## config.mk

```make
export PLATFORM = sky130hd
export DESIGN_NAME = dle_character_stuffing_framer
export DESIGN_NICKNAME = d
export VERILOG_FILES = /design/src/rtl/core/dle_pkg.sv /design/src/rtl/core/dle_character_stuffing_framer.sv
export SDC_FILE = /design/constraint.sdc
export NUM_CORES = 1
export LEC_CHECK = 0
export BUFFER_PORTS_ARGS = -buffer_cell sky130_fd_sc_hd__clkbuf_2
export CORE_UTILIZATION = 45
export DETAILED_ROUTE_END_ITERATION = 7
export GPL_ROUTABILITY_DRIVEN = 0
export PLACE_DENSITY = 0.6
export SLEW_MARGIN = 10
export SYNTH_ARGS = -nofsm -noshare
export SYNTH_HDL_FRONTEND = slang
export SYNTH_SLANG_ARGS = --single-unit
```

## constraint.sdc

```tcl
create_clock -name clk -period 15 [get_ports clk]
set_input_delay 2.25 -clock clk [delete_from_list [all_inputs] [get_ports clk]]
set_output_delay 2.25 -clock clk [all_outputs]
set_load 0.005 [all_outputs]
```

## src/rtl/core/dle_pkg.sv

```systemverilog
// Package for the DLE character-stuffing framer: word types, characters and framing texts.
package dle_pkg;

	// Result buffer: at most 13 words come out of a single input word.
	localparam int unsigned MAX_RES = 13;
	localparam int unsigned CNT_W   = $clog2(MAX_RES + 1);

	// Configuration port
	localparam int unsigned ADDR_W = 3;
	localparam int unsigned DATA_W = 32;
	localparam logic        REG_DIRECTION_SEL = 1'b0;   // paddr[2] for byte address 0

	// Direction codes
	localparam logic DIR_TX = 1'b0;
	localparam logic DIR_RX = 1'b1;

	localparam logic [7:0] CH_D = 8'h64;
	localparam logic [7:0] CH_L = 8'h6C;
	localparam logic [7:0] CH_E = 8'h65;
	localparam logic [7:0] CH_S = 8'h73;
	localparam logic [7:0] CH_T = 8'h74;
	localparam logic [7:0] CH_X = 8'h78;

	localparam logic [7:0] HEAD_TXT [6] = '{CH_D, CH_L, CH_E, CH_S, CH_T, CH_X};
	localparam logic [7:0] TAIL_TXT [6] = '{CH_D, CH_L, CH_E, CH_E, CH_T, CH_X};
	localparam logic [7:0] PAIR_TXT [6] = '{CH_D, CH_L, CH_E, CH_D, CH_L, CH_E};

	typedef struct packed {
		logic [7:0] data_byte;
		logic       end_of_frame;
	} item_t;

	typedef struct packed {
		logic [7:0] out_byte;
		logic       out_last;
	} res_t;

endpackage

```

## src/rtl/core/dle_character_stuffing_framer.sv

```systemverilog
// DLE/STX/ETX character-stuffing framer, transmit and receive, with APB register.
// - Input channel item/item_valid/item_ready carries one byte and an end-of-frame
//   flag per word. Output channel res/res_valid/res_ready carries one byte and a
//   last flag per word. Both are valid/ready; a word moves when both are high.
// - APB register 0 (byte address 0), bit 0: direction. 0 = transmit (add header
//   "dlestx", double every "dle", close with "dleetx"); 1 = receive (drop six header
//   bytes, delay six bytes to strip the trailer, collapse "dledle" to "dle").
//   Write it only while the block is idle; each direction keeps its own state.
// - An accepted word sits in the input register; its results are loaded into the
//   result buffer once that is empty or its last result is taken, and go out on
//   res from there.
// - Throughput: one result word per cycle out of the 13-entry result buffer while
//   res_ready is high. An input word occupies the buffer until its n results
//   (n = 0..13) are out: plain bytes go at one word per cycle, header, escape and
//   trailer bursts hold the input until all their bytes have left.
// - The input register still takes one word while a result waits on res.
// - Receiver stall: res holds; once the buffer and input register are full,
//   item_ready drops and nothing is lost.
// - Reset (arst_n low, asynchronous): buffers empty, direction = transmit, no
//   frame open, receive counters cleared. The receive delay line is not reset.
module dle_character_stuffing_framer
	import dle_pkg::*;
(
	input  logic              clk,
	input  logic              arst_n,
	// APB configuration
	input  logic              psel,
	input  logic              penable,
	input  logic              pwrite,
	input  logic [ADDR_W-1:0] paddr,
	input  logic [DATA_W-1:0] pwdata,
	output logic [DATA_W-1:0] prdata,
	output logic              pready,
	// input words
	input  logic              item_valid,
	output logic              item_ready,
	input  item_t             item,
	// result words
	output logic              res_valid,
	input  logic              res_ready,
	output res_t              res
);

	// ---------------- configuration ----------------
	logic dir_q;

	assign pready = 1'b1;

	always_ff @(posedge clk or negedge arst_n) begin
		if (!arst_n) begin
			dir_q <= DIR_TX;
		end else if (psel && penable && pwrite && paddr[2] == REG_DIRECTION_SEL) begin
			dir_q <= pwdata[0];
		end
	end

	assign prdata = (paddr[2] == REG_DIRECTION_SEL) ? {{(DATA_W-1){1'b0}}, dir_q} : '0;

	// ---------------- input register ----------------
	item_t item_s1;
	logic  vld_s1;
	logic  load;

	assign item_ready = !vld_s1 || load;

	always_ff @(posedge clk or negedge arst_n) begin
		if (!arst_n) begin
			vld_s1 <= 1'b0;
		end else if (item_valid && item_ready) begin
			vld_s1 <= 1'b1;
		end else if (load) begin
			vld_s1 <= 1'b0;
		end
	end

	always_ff @(posedge clk) begin
		if (item_valid && item_ready) begin
			item_s1 <= item;
		end
	end

	// ---------------- framing state ----------------
	logic             tx_in_frame_q, tx_in_frame_d;
	logic [1:0]       tx_pc_q, tx_pc_d;         // 0 none, 1 "d", 2 "dl" held back
	logic [2:0]       rx_hdr_q, rx_hdr_d;       // header bytes dropped, 0..6
	logic [2:0]       rx_fill_q, rx_fill_d;     // valid delay line bytes, 0..6
	logic [1:0]       rx_skip_q, rx_skip_d;     // bytes still to drop after a collapse
	logic [7:0]       rx_dl_q [6];              // delay line, oldest first
	logic [7:0]       rx_dl_d [6];

	// result sequence of the word in the input register
	logic [7:0]       seq [MAX_RES];
	logic [CNT_W-1:0] seq_n;
	logic             seq_last;
	logic [1:0]       pc;
	logic [7:0]       b;
	logic             eof;
	logic             rx_pair;

	always_comb begin
		seq           = '{default: '0};
		seq_n         = '0;
		seq_last      = 1'b0;
		tx_in_frame_d = tx_in_frame_q;
		tx_pc_d       = tx_pc_q;
		rx_hdr_d      = rx_hdr_q;
		rx_fill_d     = rx_fill_q;
		rx_skip_d     = rx_skip_q;
		rx_dl_d       = rx_dl_q;
		b             = item_s1.data_byte;
		eof           = item_s1.end_of_frame;
		pc            = tx_in_frame_q ? tx_pc_q : 2'd0;
		rx_pair       = 1'b1;
		for (int k = 0; k < 6; k++) begin
			if (rx_dl_q[k] != PAIR_TXT[k]) rx_pair = 1'b0;
		end

		if (dir_q == DIR_TX) begin
			// frame opens with the header
			if (!tx_in_frame_q) begin
				for (int k = 0; k < 6; k++) begin
					seq[k] = HEAD_TXT[k];
				end
				seq_n = CNT_W'(6);
			end
			if (pc == 2'd2 && b == CH_E) begin
				// "dle" goes out doubled
				for (int k = 0; k < 6; k++) begin
					seq[seq_n] = PAIR_TXT[k];
					seq_n      = seq_n + 1'b1;
				end
				pc = 2'd0;
			end else if (pc == 2'd1 && b == CH_L) begin
				pc = 2'd2;
			end else begin
				// prefix broken: release held bytes, judge the new byte afresh
				if (pc != 2'd0) begin
					seq[seq_n] = CH_D;
					seq_n      = seq_n + 1'b1;
				end
				if (pc == 2'd2) begin
					seq[seq_n] = CH_L;
					seq_n      = seq_n + 1'b1;
				end
				if (b == CH_D) begin
					pc = 2'd1;
				end else begin
					pc         = 2'd0;
					seq[seq_n] = b;
					seq_n      = seq_n + 1'b1;
				end
			end
			if (eof) begin
				if (pc != 2'd0) begin
					seq[seq_n] = CH_D;
					seq_n      = seq_n + 1'b1;
				end
				if (pc == 2'd2) begin
					seq[seq_n] = CH_L;
					seq_n      = seq_n + 1'b1;
				end
				for (int k = 0; k < 6; k++) begin
					seq[seq_n] = TAIL_TXT[k];
					seq_n      = seq_n + 1'b1;
				end
				seq_last      = 1'b1;
				pc            = 2'd0;
				tx_in_frame_d = 1'b0;
			end else begin
				tx_in_frame_d = 1'b1;
			end
			tx_pc_d = pc;
		end else begin
			seq_last = eof;
			if (rx_hdr_q < 3'd6) begin
				rx_hdr_d = rx_hdr_q + 3'd1;
			end else if (rx_fill_q < 3'd6) begin
				rx_dl_d[rx_fill_q] = b;
				rx_fill_d          = rx_fill_q + 3'd1;
			end else begin
				if (rx_skip_q != 2'd0) begin
					rx_skip_d = rx_skip_q - 2'd1;
				end else if (rx_pair) begin
					seq[0]    = rx_dl_q[3];
					seq_n     = CNT_W'(1);
					rx_skip_d = 2'd3;
				end else begin
					seq[0] = rx_dl_q[0];
					seq_n  = CNT_W'(1);
				end
				for (int k = 0; k < 5; k++) begin
					rx_dl_d[k] = rx_dl_q[k+1];
				end
				rx_dl_d[5] = b;
			end
			// end of frame returns receive state to reset
			if (eof) begin
				rx_hdr_d  = '0;
				rx_fill_d = '0;
				rx_skip_d = '0;
			end
		end
	end

	always_ff @(posedge clk or negedge arst_n) begin
		if (!arst_n) begin
			tx_in_frame_q <= 1'b0;
			tx_pc_q       <= '0;
			rx_hdr_q      <= '0;
			rx_fill_q     <= '0;
			rx_skip_q     <= '0;
		end else if (load) begin
			tx_in_frame_q <= tx_in_frame_d;
			tx_pc_q       <= tx_pc_d;
			rx_hdr_q      <= rx_hdr_d;
			rx_fill_q     <= rx_fill_d;
			rx_skip_q     <= rx_skip_d;
		end
	end

	always_ff @(posedge clk) begin
		if (load) begin
			rx_dl_q <= rx_dl_d;
		end
	end

	// ---------------- result buffer ----------------
	logic [7:0]       buf_q [MAX_RES];
	logic [CNT_W-1:0] cnt_q;
	logic [CNT_W-1:0] rd_q;
	logic             last_q;
	logic             pop;
	logic             at_end;

	assign res_valid = (rd_q < cnt_q);
	assign pop       = res_valid && res_ready;
	assign at_end    = (rd_q == cnt_q - 1'b1);
	assign load      = vld_s1 && (!res_valid || (pop && at_end));

	assign res.out_byte = buf_q[rd_q];
	assign res.out_last = last_q && at_end;

	always_ff @(posedge clk or negedge arst_n) begin
		if (!arst_n) begin
			cnt_q <= '0;
			rd_q  <= '0;
		end else if (load) begin
			cnt_q <= seq_n;
			rd_q  <= '0;
		end else if (pop) begin
			rd_q <= rd_q + 1'b1;
		end
	end

	always_ff @(posedge clk) begin
		if (load) begin
			buf_q  <= seq;
			last_q <= seq_last;
		end
	end

	// ---------------- assertions ----------------
	a_cnt_bound: assert property (@(posedge clk) disable iff (!arst_n)
		cnt_q <= CNT_W'(MAX_RES))
		else $error("result count beyond buffer depth");

	a_rd_bound: assert property (@(posedge clk) disable iff (!arst_n)
		rd_q <= cnt_q)
		else $error("read pointer ran past result count");

	a_skip_full: assert property (@(posedge clk) disable iff (!arst_n)
		rx_skip_q != 2'd0 |-> rx_fill_q == 3'd6)
		else $error("collapse skip pending with delay line not full");

	a_prefix_frame: assert property (@(posedge clk) disable iff (!arst_n)
		tx_pc_q != 2'd0 |-> tx_in_frame_q)
		else $error("prefix held outside an open frame");

endmodule
```

**Word-level counts from Yosys, hierarchy flattened**

Index checks and enable logic that the tools add are counted.

- Bits in registers: 183
- Output and inout port bits: 44

- Bitwise logic cells: 66
- Multiplexer cells: 121
- Magnitude comparators: 38
- Reductions and logical operators: 44
- Equal/unequal tests: 15
- Add/subtract/negate cells: 21

Operators with widths:

| cell | count |
|---|---|
| 104-bit two-way mux | 19 |
| 52-bit AND | 11 |
| 52-bit inverter | 11 |
| 52-bit OR | 11 |
| 8-bit demux with 4-bit select | 16 |
| 65-bit AND | 4 |
| 65-bit inverter | 4 |
| 8-bit two-way mux | 24 |
| 39-bit OR | 4 |
| 104-bit bitwise mux | 1 |
| 48-bit two-way mux | 2 |
| 4-bit two-way mux | 23 |
| 5-bit >= comparator (second input constant) | 17 |
| 4-bit inverter with 5-bit output | 17 |
| 5-bit by 1-bit less-than comparator with 1-bit output (second input constant) | 16 |
| 4-bit by 1-bit adder with 4-bit output (second input constant) | 17 |
| 48-bit bitwise mux | 1 |
| 8-bit by 7-bit inequality test with 1-bit output (second input constant) | 6 |
| 47-bit two-way mux | 1 |
| 8-bit binary-select mux with 4-bit select | 1 |
| 1-bit logical AND | 27 |
| 8-bit demux with 3-bit select | 1 |
| 8-bit by 7-bit equality test with 1-bit output (second input constant) | 3 |
| 2-bit two-way mux | 10 |
| 23 further kinds | 58 |

**Logic depth before layout (Yosys ltp)**

Gate-level depths: netlist of run 1.

- Depth after elaboration: 39
- Depth in mapped cells: 30

**Least setup slack after synthesis of run 1**

Ideal clock, no wire load.

- Path kind: register to register
- Start point: reg tx_in_frame_q
- End point: reg buf_q[42] (netlist bit) (data pin)
- Data arrival time: 6,667 ps
- Stages on the path, launching flop included: 28
- Path buffers: 5
- Clock period less this slack: 6,938 ps
- Slack: 8,062 ps
- Cell sequence: dfrtp_1 -> buf_2 -> buf_1 -> clkbuf_1 -> o21ai_0 -> ha_1 -> o21ai_0 -> ha_1 -> a21oi_1 -> a21oi_1 -> inv_1 -> ha_1 -> o2111a_1 -> a21oi_1 -> ha_1 -> o21ai_0 -> ha_1 -> clkbuf_1 -> xnor2_1 -> o22ai_1 -> a21oi_1 -> xnor3_2 -> nor2_4 -> nor3_2 -> a21o_1 -> buf_2 -> a2111oi_0 -> nor3_1

- Cells in the longest elaborated chain, start to end: 38

Ends and longest elaborated chain:

| what | line | text |
|---|---|---|
| start, declared | dle_character_stuffing_framer.sv:83 | `logic tx_in_frame_q, tx_in_frame_d;` |
| start signal, assigned | dle_character_stuffing_framer.sv:213 | `tx_in_frame_q <= tx_in_frame_d;` |
| parallel branches: the longest is 37 deep, another holds 4-bit by 1-bit adder with 4-bit output | - |  |
| 104-bit two-way mux * | dle_character_stuffing_framer.sv:153 | `if (eof) begin` |
| end signal, assigned | dle_character_stuffing_framer.sv:257 | `buf_q <= seq;` |
| end, declared | dle_character_stuffing_framer.sv:228 | `logic [7:0] buf_q [MAX_RES];` |

Every way passes the cells marked *. The select of a mux whose other input is x is not followed.
A chain may end at the register's enable or synchronous reset.

**Worst setup path after layout of run 1**

- Start point: reg item_s1, in the netlist b[3]
- End point: reg buf_q[54] (netlist bit) (data pin)

- Cells in the longest elaborated chain, start to end: 25

Ends and longest elaborated chain:

| what | line | text |
|---|---|---|
| start, declared | dle_character_stuffing_framer.sv:60 | `item_t item_s1;` |
| start signal, assigned | dle_character_stuffing_framer.sv:78 | `item_s1 <= item;` |
| 8-bit by 7-bit equality test with 1-bit output, on equally long branches | dle_character_stuffing_framer.sv:145, dle_character_stuffing_framer.sv:133 |  |
| 4-bit two-way mux (tied with other cells) | dle_character_stuffing_framer.sv:145 | `if (b == CH_D) begin` |
| 4-bit two-way mux or 2-bit two-way mux (tied branches) | dle_character_stuffing_framer.sv:133 | `end else if (pc == 2'd1 && b == CH_L) begin` |
| 4-bit two-way mux or 2-bit two-way mux (tied branches) | dle_character_stuffing_framer.sv:126 | `if (pc == 2'd2 && b == CH_E) begin` |
| 4-bit two-way mux or 2-bit two-way mux (tied branches) | dle_character_stuffing_framer.sv:118 | `if (dir_q == DIR_TX) begin` |
| 4-bit by 1-bit adder with 4-bit output (tied with other cells) | dle_character_stuffing_framer.sv:156 | `seq_n = seq_n + 1'b1;` |
| 4-bit two-way mux (tied with other cells) | dle_character_stuffing_framer.sv:154 | `if (pc != 2'd0) begin` |
| 4-bit two-way mux or 1-bit logical AND (tied branches) | dle_character_stuffing_framer.sv:153, dle_character_stuffing_framer.sv:155 |  |
| [5 not listed] | - |  |
| 4-bit by 1-bit adder with 4-bit output (tied with other cells) (5 in a row) | dle_character_stuffing_framer.sv:164 | `seq_n = seq_n + 1'b1;` |
| 4-bit inverter with 5-bit output (not written as such) (tied with other cells) | dle_character_stuffing_framer.sv:163 | `seq[seq_n] = TAIL_TXT[k];` |
| 5-bit >= comparator (not written as such) (tied with other cells) | dle_character_stuffing_framer.sv:163 |  |
| 1-bit logical AND (not written as such) (tied with other cells) | dle_character_stuffing_framer.sv:163 |  |
| 8-bit two-way mux (not written as such) (tied with other cells) | dle_character_stuffing_framer.sv:163 |  |
| 8-bit demux with 4-bit select or 52-bit OR (tied branches) | - |  |
| 52-bit OR (no source line) | - |  |
| 104-bit two-way mux * | dle_character_stuffing_framer.sv:153 |  |

Every way passes the cells marked *; elsewhere a longest branch is shown, timed or not. The select of a mux whose other input is x is not followed.

==> results.tsv, run 1 <==
stage	metric	value	unit
floorplanning	chip height	168	um
hold_path	worst hold start	rx_skip_q[0]	
logic_synthesis	xor and xnor area share after synthesis	0.0201	
sta	Worst Max-Slew Pin Slew	1.11	ns
critical_path	Worst Reg-to-Reg Cells	20	
power	PwrDens	231	mW/mm^2
power	LEAKAGE	4.73	nW
sta	Setup Skew	0.0192	ns
critical_path	reg2reg end	buf_q[54]	
drt	First-pass DRT Iterations	8	
logic_synthesis	Avg Inst Size Synth	9.78	sq um
logic_synthesis	synth unique cells	96	
critical_path	CP endpoint kind	flop	
sta	Tcrit/Tclk final	0.639	
cts	CTS resizes	0	
critical_path	critical path peak fanout	24	
logic_synthesis	post-synthesis adder-cell area fraction	0.0314	
cells_and_area	layout cells sized above 1	0.109	
critical_path	Critical R2R Launch	b[3]	
hold_path	Hold Path Sink	rx_skip_q[0]	
sta	endpoints failing setup	0	
grt	first-pass GRT wire length	61100	um
cts	Clock Path Buffers	2	
sta	Final Hold Viols	0	
sta	fmax	0.104	GHz
cells_and_area	final instance area	0.0132	sq mm
place	port bufs	29	
sta	Max-slew headroom	0.259	
drt	final wirelength	40200	um
critical_path	CP startpoint kind	flop	
cts	clk slew on worst S/H paths	0.07	ns
cts	Clk Latency, worst-skew pair	0.44	ns
critical_path	Worst Path Required	15.13	ns
run	Max Cap Viol	0	
drt	Vias/cell	6.68	
logic_synthesis	Synth Area in Simple Gates	0.168	
drt	drt drc	0	
logic_synthesis	Seq/Total Area, Yosys	0.437	
logic_synthesis	ys async rst share	0.115	
cells_and_area	number of diodes	0	
power	Peak VDD IR	140	uV
grt	antenna violations before repair	0	
logic_synthesis	Cell Area, Synth	0.0123	sq mm
sta	fin crit period	9.59	ns
cts	root buf cell	clkbuf_16	
logic_synthesis	largest family of logic cells by synthesized area	compound AO/OA/AOI/OAI gates	
place	DP Wirelength	28800	um
floorplanning	Initial Util	0.458	
logic_synthesis	Synth Area in Compound Gates	0.230	
cts	clk sinks	183	
grt	Overall Global Routing Usage	0.289	
logic_synthesis	EDFF count, synth	162	
cells_and_area	Layout area overhead	7.38	%
cells_and_area	Final nets	1331	
sta	final slew viol count	0	
logic_synthesis	Synth Flop Type	edfxtp_1	
grt	vias in the first global route	9666	
critical_path	Crit path arrival time	9.72	ns
floorplanning	IO Pins	95	
grt	gr ovfl total	0	
grt	largest net degree at the start of global routing	82	
critical_path	Setup Crit Path Kind	reg -> reg	
place	dpl cell area	0.0126	sq mm
floorplanning	DIE WIDTH	168	um
logic_synthesis	Synth Register Bits	183	
floorplanning	die footprint	0.0281	sq mm
floorplanning	cell row count	60	
hold_path	Hold WC Path Type	reg -> reg	
logic_synthesis	multiplexer share of the synthesized area	0.0542	
logic_synthesis	synth warn	0	
drt	first-iteration detailed-routing DRC count	1809	
cts	CTS HTree Levels	4	
floorplanning	Core Area	0.0270	sq mm
sta	RSZ-0062 raised after global routing	false	
cts	clock buffer count from CTS	17	
cells_and_area	Core Util, Final	0.491	
cts	Post-CTS Setup Repair Bufs	0	
drt	post-DR wirelength/cell	25.1	um
drt	vias after detailed routing	10700	
critical_path	flop2flop setup slack	5.41	ns
sta	Setup TNS	0	ns
cts	# hold bufs at CTS	0	
cts	CTS tree	yes	
drt	Antenna Violating Nets Remaining	0	
hold_path	worst hold path depth	1	
run_status	outcome	completed	
logic_synthesis	post-synthesis instance total	1261	
per-stage QoR:
stage                     instances  power [mW]  setup slack (ns)  hold WS [ns]
after floorplan                1300        2.06              8.06         0.471
after global placement         1571        2.50              5.95         0.517
after detailed placement       1571        2.52              5.82         0.534
after CTS                      1603        3.00              5.79         0.550
after global routing           1603        3.19              5.06         0.579
final                          1603        3.06              5.41         0.544
sequential cells by signal (all words and copies together), names as in the netlist:
name,cells
last_q,1
rx_dl_q,48
cnt_q,4
dir_q,1
tx_pc_q,2
b,8
rx_skip_q,2
tx_in_frame_q,1
rd_q,4
vld_s1,1
rx_hdr_q,3
rx_fill_q,3
eof,1
buf_q,104
Yosys cell counts (all sizes together) (16+ instances only):
library cell | n | share of area
edfxtp | 162 | 0.39
nand2 | 126 | 0.038
a21oi | 114 | 0.047
nor2 | 113 | 0.035
o21ai | 75 | 0.031
clkbuf | 59 | 0.018
buf | 58 | 0.029
nand3 | 39 | 0.016
inv | 37 | 0.011
ha | 31 | 0.031
nor3 | 29 | 0.012
and2 | 28 | 0.014
a31oi | 24 | 0.013
mux4 | 24 | 0.044
dfrtp | 21 | 0.043
xnor2 | 18 | 0.014
a211oi | 17 | 0.011
a32o | 16 | 0.013
o22ai | 16 | 0.0086
power breakdown:
part | leakage (nW) | switching [mW] | internal [mW]
clock network | 0.308 | 0.226 | 0.257
registers | 1.79 | 0.0939 | 0.852
logic | 2.64 | 1.12 | 0.510
total | 4.73 | 1.44 | 1.62
routing by layer:
metal  track usage  wire [um]  part of all wire
met1         0.415      16700              0.42
met2         0.430      17400              0.43
met3        0.0503       4240              0.11
met4         0.116       1780             0.044
met5             0          0                 0
area by class of cell:
| type | instances | area [sq um] |
|---|---|---|
| tap | 341 | 427 |
| clock buffer | 17 | 425 |
| fill | 2455 | 13700 |
| clock inverter | 15 | 200 |
| sequential | 183 | 5390 |
| multi-input combinational | 960 | 6370 |
| inverter | 40 | 150 |
| timing repair buffer | 47 | 280 |
worst max-delay path, stage by stage, from the launching register on:
cell	delay, ns
edfxtp_1	0.75
nor4b_1	0.84
nand3_1	0.79
nand2_1	0.38
a21oi_1	0.07
nand2_1	0.17
ha_1	0.29
o2111a_1	0.16
a21oi_1	0.29
ha_1	0.29
o21ai_0	0.59
ha_1	0.94
inv_1	0.51
xnor2_1	0.40
nor3_1	0.10
a31oi_1	0.37
a31oi_4	0.32
xnor2_2	0.76
a211oi_2	0.30
o31ai_1	0.74
a21oi_1	0.19
cell usage in the layout (no fill, tap or decap), types with 16 or more instances in the layout:
cell type,n
xnor2_1,16
conb_1,41
inv_1,37
mux4_2,24
a32o_1,16
and2_1,26
a21oi_1,113
nor3_1,28
clkbuf_16,17
nand2_1,126
dfrtp_1,20
a31oi_1,23
clkbuf_2,29
nor2_1,112
buf_4,18
nand3_1,39
o21ai_0,69
ha_1,31
edfxtp_1,162
kinds of logic (layout without fill, tap and decap cells):
family	Yosys count	count (layout)
mux	36	36
xor+xnor	24	24
other cells	2	41
buf+inv	157	119
fa+ha+maj	31	31
simple gates	416	416
flops	183	183
compound gates	412	412
how the worst max path moves through the flow:
stage                  startpoint  depth (start not counted)        end  slack, ns
floorplan           tx_in_frame_q                         27  buf_q[42]       8.06
global placement             b[3]                         20  buf_q[54]       5.95
detailed placement  tx_in_frame_q                         23  buf_q[54]       5.82
CTS                          b[3]                         20  buf_q[54]       5.79
global route                 b[3]                         20  buf_q[94]       5.06
finish                       b[3]                         20  buf_q[54]       5.41
(Power assumes the default switching activity.)
==> run 2, diff against run 1 <==
==> constraint.sdc (replaced) <==
create_clock -name clk -period 9.3 [get_ports clk]
set_input_delay 1.395 -clock clk [delete_from_list [all_inputs] [get_ports clk]]
set_output_delay 1.395 -clock clk [all_outputs]
set_load 0.005 [all_outputs]
==> run 2 against run 1 <==
- clock-buffer cell count increased by 2
- wire length about the same
- utilization increased by 0.15 points
- global-route usage decreased by 0.098 points
- worst hold slack got worse by 0.019 ns
- combinational power increased by 62%
- critical path depth increased by 3
- via count increased by 0.17%
- non-clock buffer count increased by 9
- flip-flop and latch count unchanged
- setup slack got worse by 4.3 ns
==> results.tsv, run 2 (synthesized netlist as in run 1, its figures left out) <==
stage	metric	value	unit	change
run_status	outcome	completed		
floorplanning	cell row count	60		unchanged
critical_path	critical path's most frequent cell	a21oi_1		
hold_path	worst hold path depth	0		-1
critical_path	CP max stage delay	0.91	ns	-0.03 ns
sta	Final Hold Viols	0		unchanged
sta	Tcrit/Tclk final	0.877		+0.238
cts	# hold bufs at CTS	0		unchanged
power	Internal	2.61	mW	+61%
power	Clock power frac	0.154		-0.004
hold_path	worst hold start	eof		
critical_path	reg2reg end	buf_q[37]		
cts	clk sinks	183		unchanged
drt	Vias/cell	6.66		-0.39%
grt	vias in the first global route	9830		+1.7%
critical_path	Worst Path Required	9.45	ns	-5.68 ns
drt	first-iteration detailed-routing DRC count	1502		-17%
cells_and_area	number of diodes	0		unchanged
hold_path	Hold WC Path Type	reg -> reg		
sta	Setup Skew	0.0121	ns	-0.00708 ns
power	Peak VDD IR	194	uV	+38%
floorplanning	die footprint	0.0281	sq mm	unchanged
cells_and_area	area of the multi-input gates	0.00637	sq mm	unchanged
sta	Max-slew headroom	0.280		+0.0209
critical_path	Worst Reg-to-Reg Cells	23		+15%
critical_path	CP endpoint kind	flop		
cells_and_area	most frequent cells in the layout	edfxtp_1 (162), nand2_1 (126), a21oi_1 (113)		
sta	RSZ-0062 raised after global routing	false		
critical_path	Critical R2R Launch	b[6]		
critical_path	critical path peak fanout	19		-21%
power	Seq pwr share	0.308		about the same
floorplanning	Initial Util	0.458		unchanged
drt	vias after detailed routing	10700		+0.17%
critical_path	Setup Crit Path Kind	reg -> reg		
cts	Post-CTS Setup Repair Bufs	0		unchanged
place	DP Wirelength	29000	um	+0.73%
cts	CTS HTree Levels	4		unchanged
floorplanning	chip height	168	um	unchanged
cts	CTS tree	yes		
drt	post-DR wirelength/cell	24.9	um	-0.50%
power	LEAKAGE	4.76	nW	+0.67%
grt	antenna violations before repair	0		unchanged
power	PwrDens	369	mW/mm^2	+60%
floorplanning	IO Pins	95		unchanged
cells_and_area	max reg flops	104		unchanged
critical_path	Crit path arrival time	8.31	ns	-1.41 ns
critical_path	critical path's top delay family	compound AO/OA/AOI/OAI gates		
cells_and_area	Largest Register	buf_q		
floorplanning	DIE WIDTH	168	um	unchanged
critical_path	CP Cell Sequence	and4b_1, nand3_1, nor2_1, a21oi_1, a21oi_1, inv_1, ha_1, o2111a_1, a21oi_1, ha_1, o21ai_0, inv_1, ha_1, nor2_1, nor2b_1, a32o_1, mux2i_1, mux2i_1, a21oi_1, o32ai_1, a211oi_1, a21boi_0, o22ai_1		
drt	drt drc	0		unchanged
sta	fmax	0.123	GHz	+18%
critical_path	Crit path buffers/inverters	2		+1
cells_and_area	Final nets	1340		+0.68%
grt	gr ovfl total	0		unchanged
critical_path	CP startpoint kind	flop		
cells_and_area	layout cells sized above 1	0.116		+0.00631
cells_and_area	Sequential Area	0.00539	sq mm	unchanged
power	switching share of power	0.468		-0.00202
cells_and_area	Fillers	2495		+1.6%
drt	First-pass DRT Iterations	7		-1
cts	Clk Latency, worst-skew pair	0.44	ns	about the same
power	Combinational Power Share	0.538		+0.005
grt	first-pass GRT wire length	60900	um	-0.27%
sta	endpoints failing setup	0		unchanged
cells_and_area	Core Util, Final	0.493		+0.00153
sta	Setup TNS	0	ns	unchanged
place	port bufs	29		unchanged
sta	final slew viol count	0		unchanged
cts	CTS resizes	0		unchanged
critical_path	CP max-delay cell	edfxtp_1		
drt	Antenna Violating Nets Remaining	0		unchanged
critical_path	flop2flop setup slack	1.14	ns	-4.27 ns
cts	clock buffer count from CTS	17		unchanged
cts	root buf cell	clkbuf_16		
grt	largest net degree at the start of global routing	75		-8.5%
grt	Overall Global Routing Usage	0.288		-0.000984
floorplanning	Core Area	0.0270	sq mm	unchanged
drt	final wirelength	40200	um	about the same
cts	clk slew on worst S/H paths	0.08	ns	about the same
cts	Clock Path Buffers	2		unchanged
sta	Worst Max-Slew Pin Slew	1.08	ns	-0.0314 ns
hold_path	Hold Path Sink	last_q		
run	Max Cap Viol	0		unchanged
sta	fin crit period	8.16	ns	-1.43 ns
cells_and_area	Layout area overhead	7.71	%	
power	NetSw	2.30	mW	+60%
cells_and_area	most common cell after layout, fill and taps aside	edfxtp_1		
## run 2: changes by cell type in the layout (fill, tap and decap cells not counted)
cell       previous run  this run
bufinv_16             2         1
inv_8                 5         4
inv_12                1         0
clkinv_4              0         2
clkbuf_8              0         1
buf_4                18        27
clkinv_1              4         3
clkbuf_1              0         1
## run 2: cell type report
cell class	instances	share of cell area
tap	341	0.0321
clock inverter	13	0.0118
sequential	183	0.406
multi-input combinational	960	0.479
clock buffer	19	0.0333
timing repair buffer	56	0.0262
inverter	40	0.0113
## run 2: power groups by stage
stage	clock network (mW)	logic, mW	registers [mW]
3_5_place_dp	0	2.55	1.53
5_1_grt	0.787	2.82	1.54
4_1_cts	0.756	2.56	1.51
2_1_floorplan	0	1.82	1.50
6_report	0.754	2.64	1.51
3_3_place_gp	0	2.54	1.52
## run 2: worst max-delay path by stage
stage                end  slack, ns  cells past startpoint           from
2_1_floorplan  buf_q[42]       2.36                     27  tx_in_frame_q
3_3_place_gp   buf_q[33]       1.60                     21           b[6]
3_5_place_dp   buf_q[33]       1.56                     22           b[6]
4_1_cts        buf_q[33]       1.51                     22           b[6]
5_1_grt        buf_q[37]       0.83                     23           b[6]
6_report       buf_q[37]       1.14                     23           b[6]
## run 2: metal layers
layer / share of wire / vias up / GRT usage
li1: - / 4805 / -
met4: 0.038 / 0 / 0.111
met1: 0.43 / 5166 / 0.406
met2: 0.44 / 641 / 0.433
met5: 0 / - / 0
met3: 0.093 / 118 / 0.0586
## run 2: metrics by stage
step | area (sq um) | power (mW) | instances | setup WS [ns] | hold WS [ns]
after floorplan | 12500 | 3.32 | 1300 | 2.36 | 0.471
after global placement | 12700 | 4.05 | 1580 | 1.60 | 0.496
after detailed placement | 12700 | 4.08 | 1580 | 1.56 | 0.493
after CTS | 13300 | 4.83 | 1612 | 1.51 | 0.507
after global routing | 13300 | 5.14 | 1612 | 0.825 | 0.534
final | 13300 | 4.90 | 1612 | 1.14 | 0.525
==> run 3, diff against run 2 <==
--- a/config.mk
+++ b/config.mk
@@ -7,6 +7,7 @@
 export LEC_CHECK = 0
 export BUFFER_PORTS_ARGS = -buffer_cell sky130_fd_sc_hd__clkbuf_2
 export CORE_UTILIZATION = 45
+export CTS_BUF_LIST = sky130_fd_sc_hd__clkbuf_4 sky130_fd_sc_hd__clkbuf_8
 export DETAILED_ROUTE_END_ITERATION = 7
 export GPL_ROUTABILITY_DRIVEN = 0
 export PLACE_DENSITY = 0.6
==> run 3 against run 2 <==
- the run now ends with design-rule violations left
- wire length is 0.21% higher
- highest routed layer unchanged
- total power decreased by 3.7%
- sequential share of layout area rose by 0.58 points
- die area is the same
- utilization down 0.70 points
- flip-flop and latch count unchanged
- fmax down 0.38%
- clock power decreased by 24%
- via count shrank 0.44%
- register-to-register slack worse by 0.03 ns
==> results.tsv, run 3 (synthesized netlist as in run 1, its figures left out) <==
stage	metric	value	unit	change
sta	final slew viol count	0		unchanged
cts	CTS tree	yes		
cells_and_area	Core Util, Final	0.486		-0.00696
grt	Overall Global Routing Usage	0.287		about the same
cts	clk sinks	183		unchanged
grt	antenna violations before repair	0		unchanged
grt	gr ovfl total	0		unchanged
drt	First-pass DRT Iterations	8		+1
place	dpl cell area	0.0127	sq mm	unchanged
cts	# hold bufs at CTS	0		unchanged
critical_path	CP startpoint kind	flop		
floorplanning	Core Area	0.0270	sq mm	unchanged
critical_path	CP endpoint kind	flop		
cts	CTS resizes	0		unchanged
sta	Final Hold Viols	0		unchanged
sta	Worst Max-Slew Pin Slew	1.09	ns	+0.0145 ns
sta	Setup Skew	0.0191	ns	+0.00694 ns
critical_path	critical path peak fanout	19		unchanged
drt	first-iteration detailed-routing DRC count	1582		+5.3%
cells_and_area	number of diodes	0		unchanged
grt	met2 Use GR	0.440		+0.00634
run_status	outcome	complete, but fails checks		
cells_and_area	layout cells sized above 1	0.116		+0.000787
grt	largest net degree at the start of global routing	75		unchanged
sta	RSZ-0062 raised after global routing	false		
floorplanning	IO Pins	95		unchanged
cells_and_area	most frequent cells in the layout	edfxtp_1 (162), nand2_1 (126), a21oi_1 (113)		
critical_path	Worst Path Required	9.49	ns	+0.04 ns
cts	CTS HTree Levels	4		unchanged
critical_path	CP max-delay cell	edfxtp_1		
power	Peak VDD IR	197	uV	+1.7%
grt	met3 Resource Use GR	0.0553		-0.00331
critical_path	Crit path buffers/inverters	1		-1
cts	Post-CTS Setup Repair Bufs	0		unchanged
sta	Hold WS	0.518	ns	-0.00633 ns
run	Max Cap Viol	0		unchanged
sta	endpoints failing setup	0		unchanged
critical_path	CP max stage delay	0.92	ns	about the same
cts	Clock Path Buffers	2		unchanged
grt	first-pass GRT wire length	60900	um	unchanged
critical_path	critical path's top delay family	compound AO/OA/AOI/OAI gates		
floorplanning	DIE WIDTH	168	um	unchanged
drt	vias after detailed routing	10700		-0.44%
power	Tot Pwr	4.72	mW	-3.7%
hold_path	Hold WC Path Type	reg -> reg		
drt	Antenna Violating Nets Remaining	0		unchanged
floorplanning	cell row count	60		unchanged
sta	fmax	0.122	GHz	-0.38%
floorplanning	die footprint	0.0281	sq mm	unchanged
drt	post-DR wirelength/cell	25.0	um	+0.21%
critical_path	CP Cell Sequence	and4b_1, nand2_1, nor2_1, a21oi_1, nand2_1, ha_1, o2111a_1, a21oi_1, ha_1, o21ai_0, inv_1, ha_1, nor2_1, nor2b_1, a32o_1, mux2i_1, mux2i_1, a21oi_1, o32ai_1, a211oi_1, a21boi_0, o22ai_1		
sta	Setup TNS	0	ns	unchanged
cts	clk slew on worst S/H paths	0.11	ns	+0.03 ns
power	LEAKAGE	4.68	nW	-1.8%
cells_and_area	Layout area overhead	6.19	%	
place	port bufs	29		unchanged
power	PwrDens	360	mW/mm^2	-2.4%
grt	gr busiest metal	met2		
floorplanning	Initial Util	0.458		unchanged
cells_and_area	Final nets	1340		unchanged
cells_and_area	most common cell after layout, fill and taps aside	edfxtp_1		
cells_and_area	max reg flops	104		unchanged
grt	vias in the first global route	9841		+0.11%
drt	drt drc	10		+10
critical_path	Crit path arrival time	8.38	ns	+0.07 ns
cells_and_area	final instance area	0.0131	sq mm	-1.4%
sta	fin crit period	8.19	ns	+0.0311 ns
cells_and_area	Fillers	2514		+0.76%
cts	root buf cell	clkbuf_8		
floorplanning	chip height	168	um	unchanged
place	DP Wirelength	29000	um	unchanged
cts	clock buffer count from CTS	17		unchanged
cells_and_area	Largest Register	buf_q		
cts	Clk Latency, worst-skew pair	0.47	ns	+0.03 ns
sta	Tcrit/Tclk final	0.880		+0.00334
drt	final wirelength	40300	um	+0.21%
sta	Max-slew headroom	0.270		-0.00964
run_status	failing checks	design-rule violations		
drt	Vias/cell	6.63		-0.44%
critical_path	Setup Crit Path Kind	reg -> reg		
grt	met1 usage	0.406		about the same
==> run 3: cell types whose count changed in the layout (fill, tap and decap cells not counted) <==
cell,delta
clkbuf_16,-17
clkbuf_8,+17
clkbuf_1,-1
clkbuf_4,+1
==> run 3: area by class of cell <==
type	instances	area, sq um	area share
inverters	40	150	0.0115
clock inverters	13	156	0.0119
well taps	341	427	0.0326
flip-flops and latches	183	5390	0.412
multi-input cells	960	6370	0.486
clock buffers	19	255	0.0195
repair buffers	56	348	0.0266
==> run 3: worst paths after layout <==
kind / startpoint / endpoint / slack (ns) / cells past startpoint
worst max-delay path: b[6] / buf_q[37] / 1.11 / 22
worst min-delay path: eof / last_q / 0.52 / 0
worst max register to register: b[6] / buf_q[37] / 1.11 / 22
worst min register to register: eof / last_q / 0.52 / 0
max in group asynchronous: arst_n / rd_q[0] / 7.97 / 1
min in group asynchronous: arst_n / rd_q[3] / 0.91 / 1
==> run 3: routing by layer <==
layer	wire, um	part of all wire
met1	17300	0.43
met3	3810	0.095
met5	0	0
met4	1450	0.036
met2	17800	0.44
==> run 3: metrics by stage <==
step	setup slack [ns]	instances
finish	1.11	1612
CTS	1.50	1612
global route	0.774	1612
global placement	1.60	1580
floorplan	2.36	1300
detailed placement	1.56	1580
==> run 3: worst reg2reg max path, stage by stage (launching register included) <==
cell	delay, ns
edfxtp_1	0.92
and4b_1	0.52
nand2_1	0.16
nor2_1	0.52
a21oi_1	0.15
nand2_1	0.18
ha_1	0.29
o2111a_1	0.16
a21oi_1	0.30
ha_1	0.30
o21ai_0	0.60
inv_1	0.21
ha_1	0.53
nor2_1	0.39
nor2b_1	0.11
a32o_1	0.27
mux2i_1	0.12
mux2i_1	0.10
a21oi_1	0.50
o32ai_1	0.20
a211oi_1	0.50
a21boi_0	0.65
o22ai_1	0.20
==> run 3: report_power, final <==
part,switching (mW),internal (mW)
sequential,0.138,1.37
clock,0.337,0.237
combinational,1.79,0.844
total,2.27,2.45
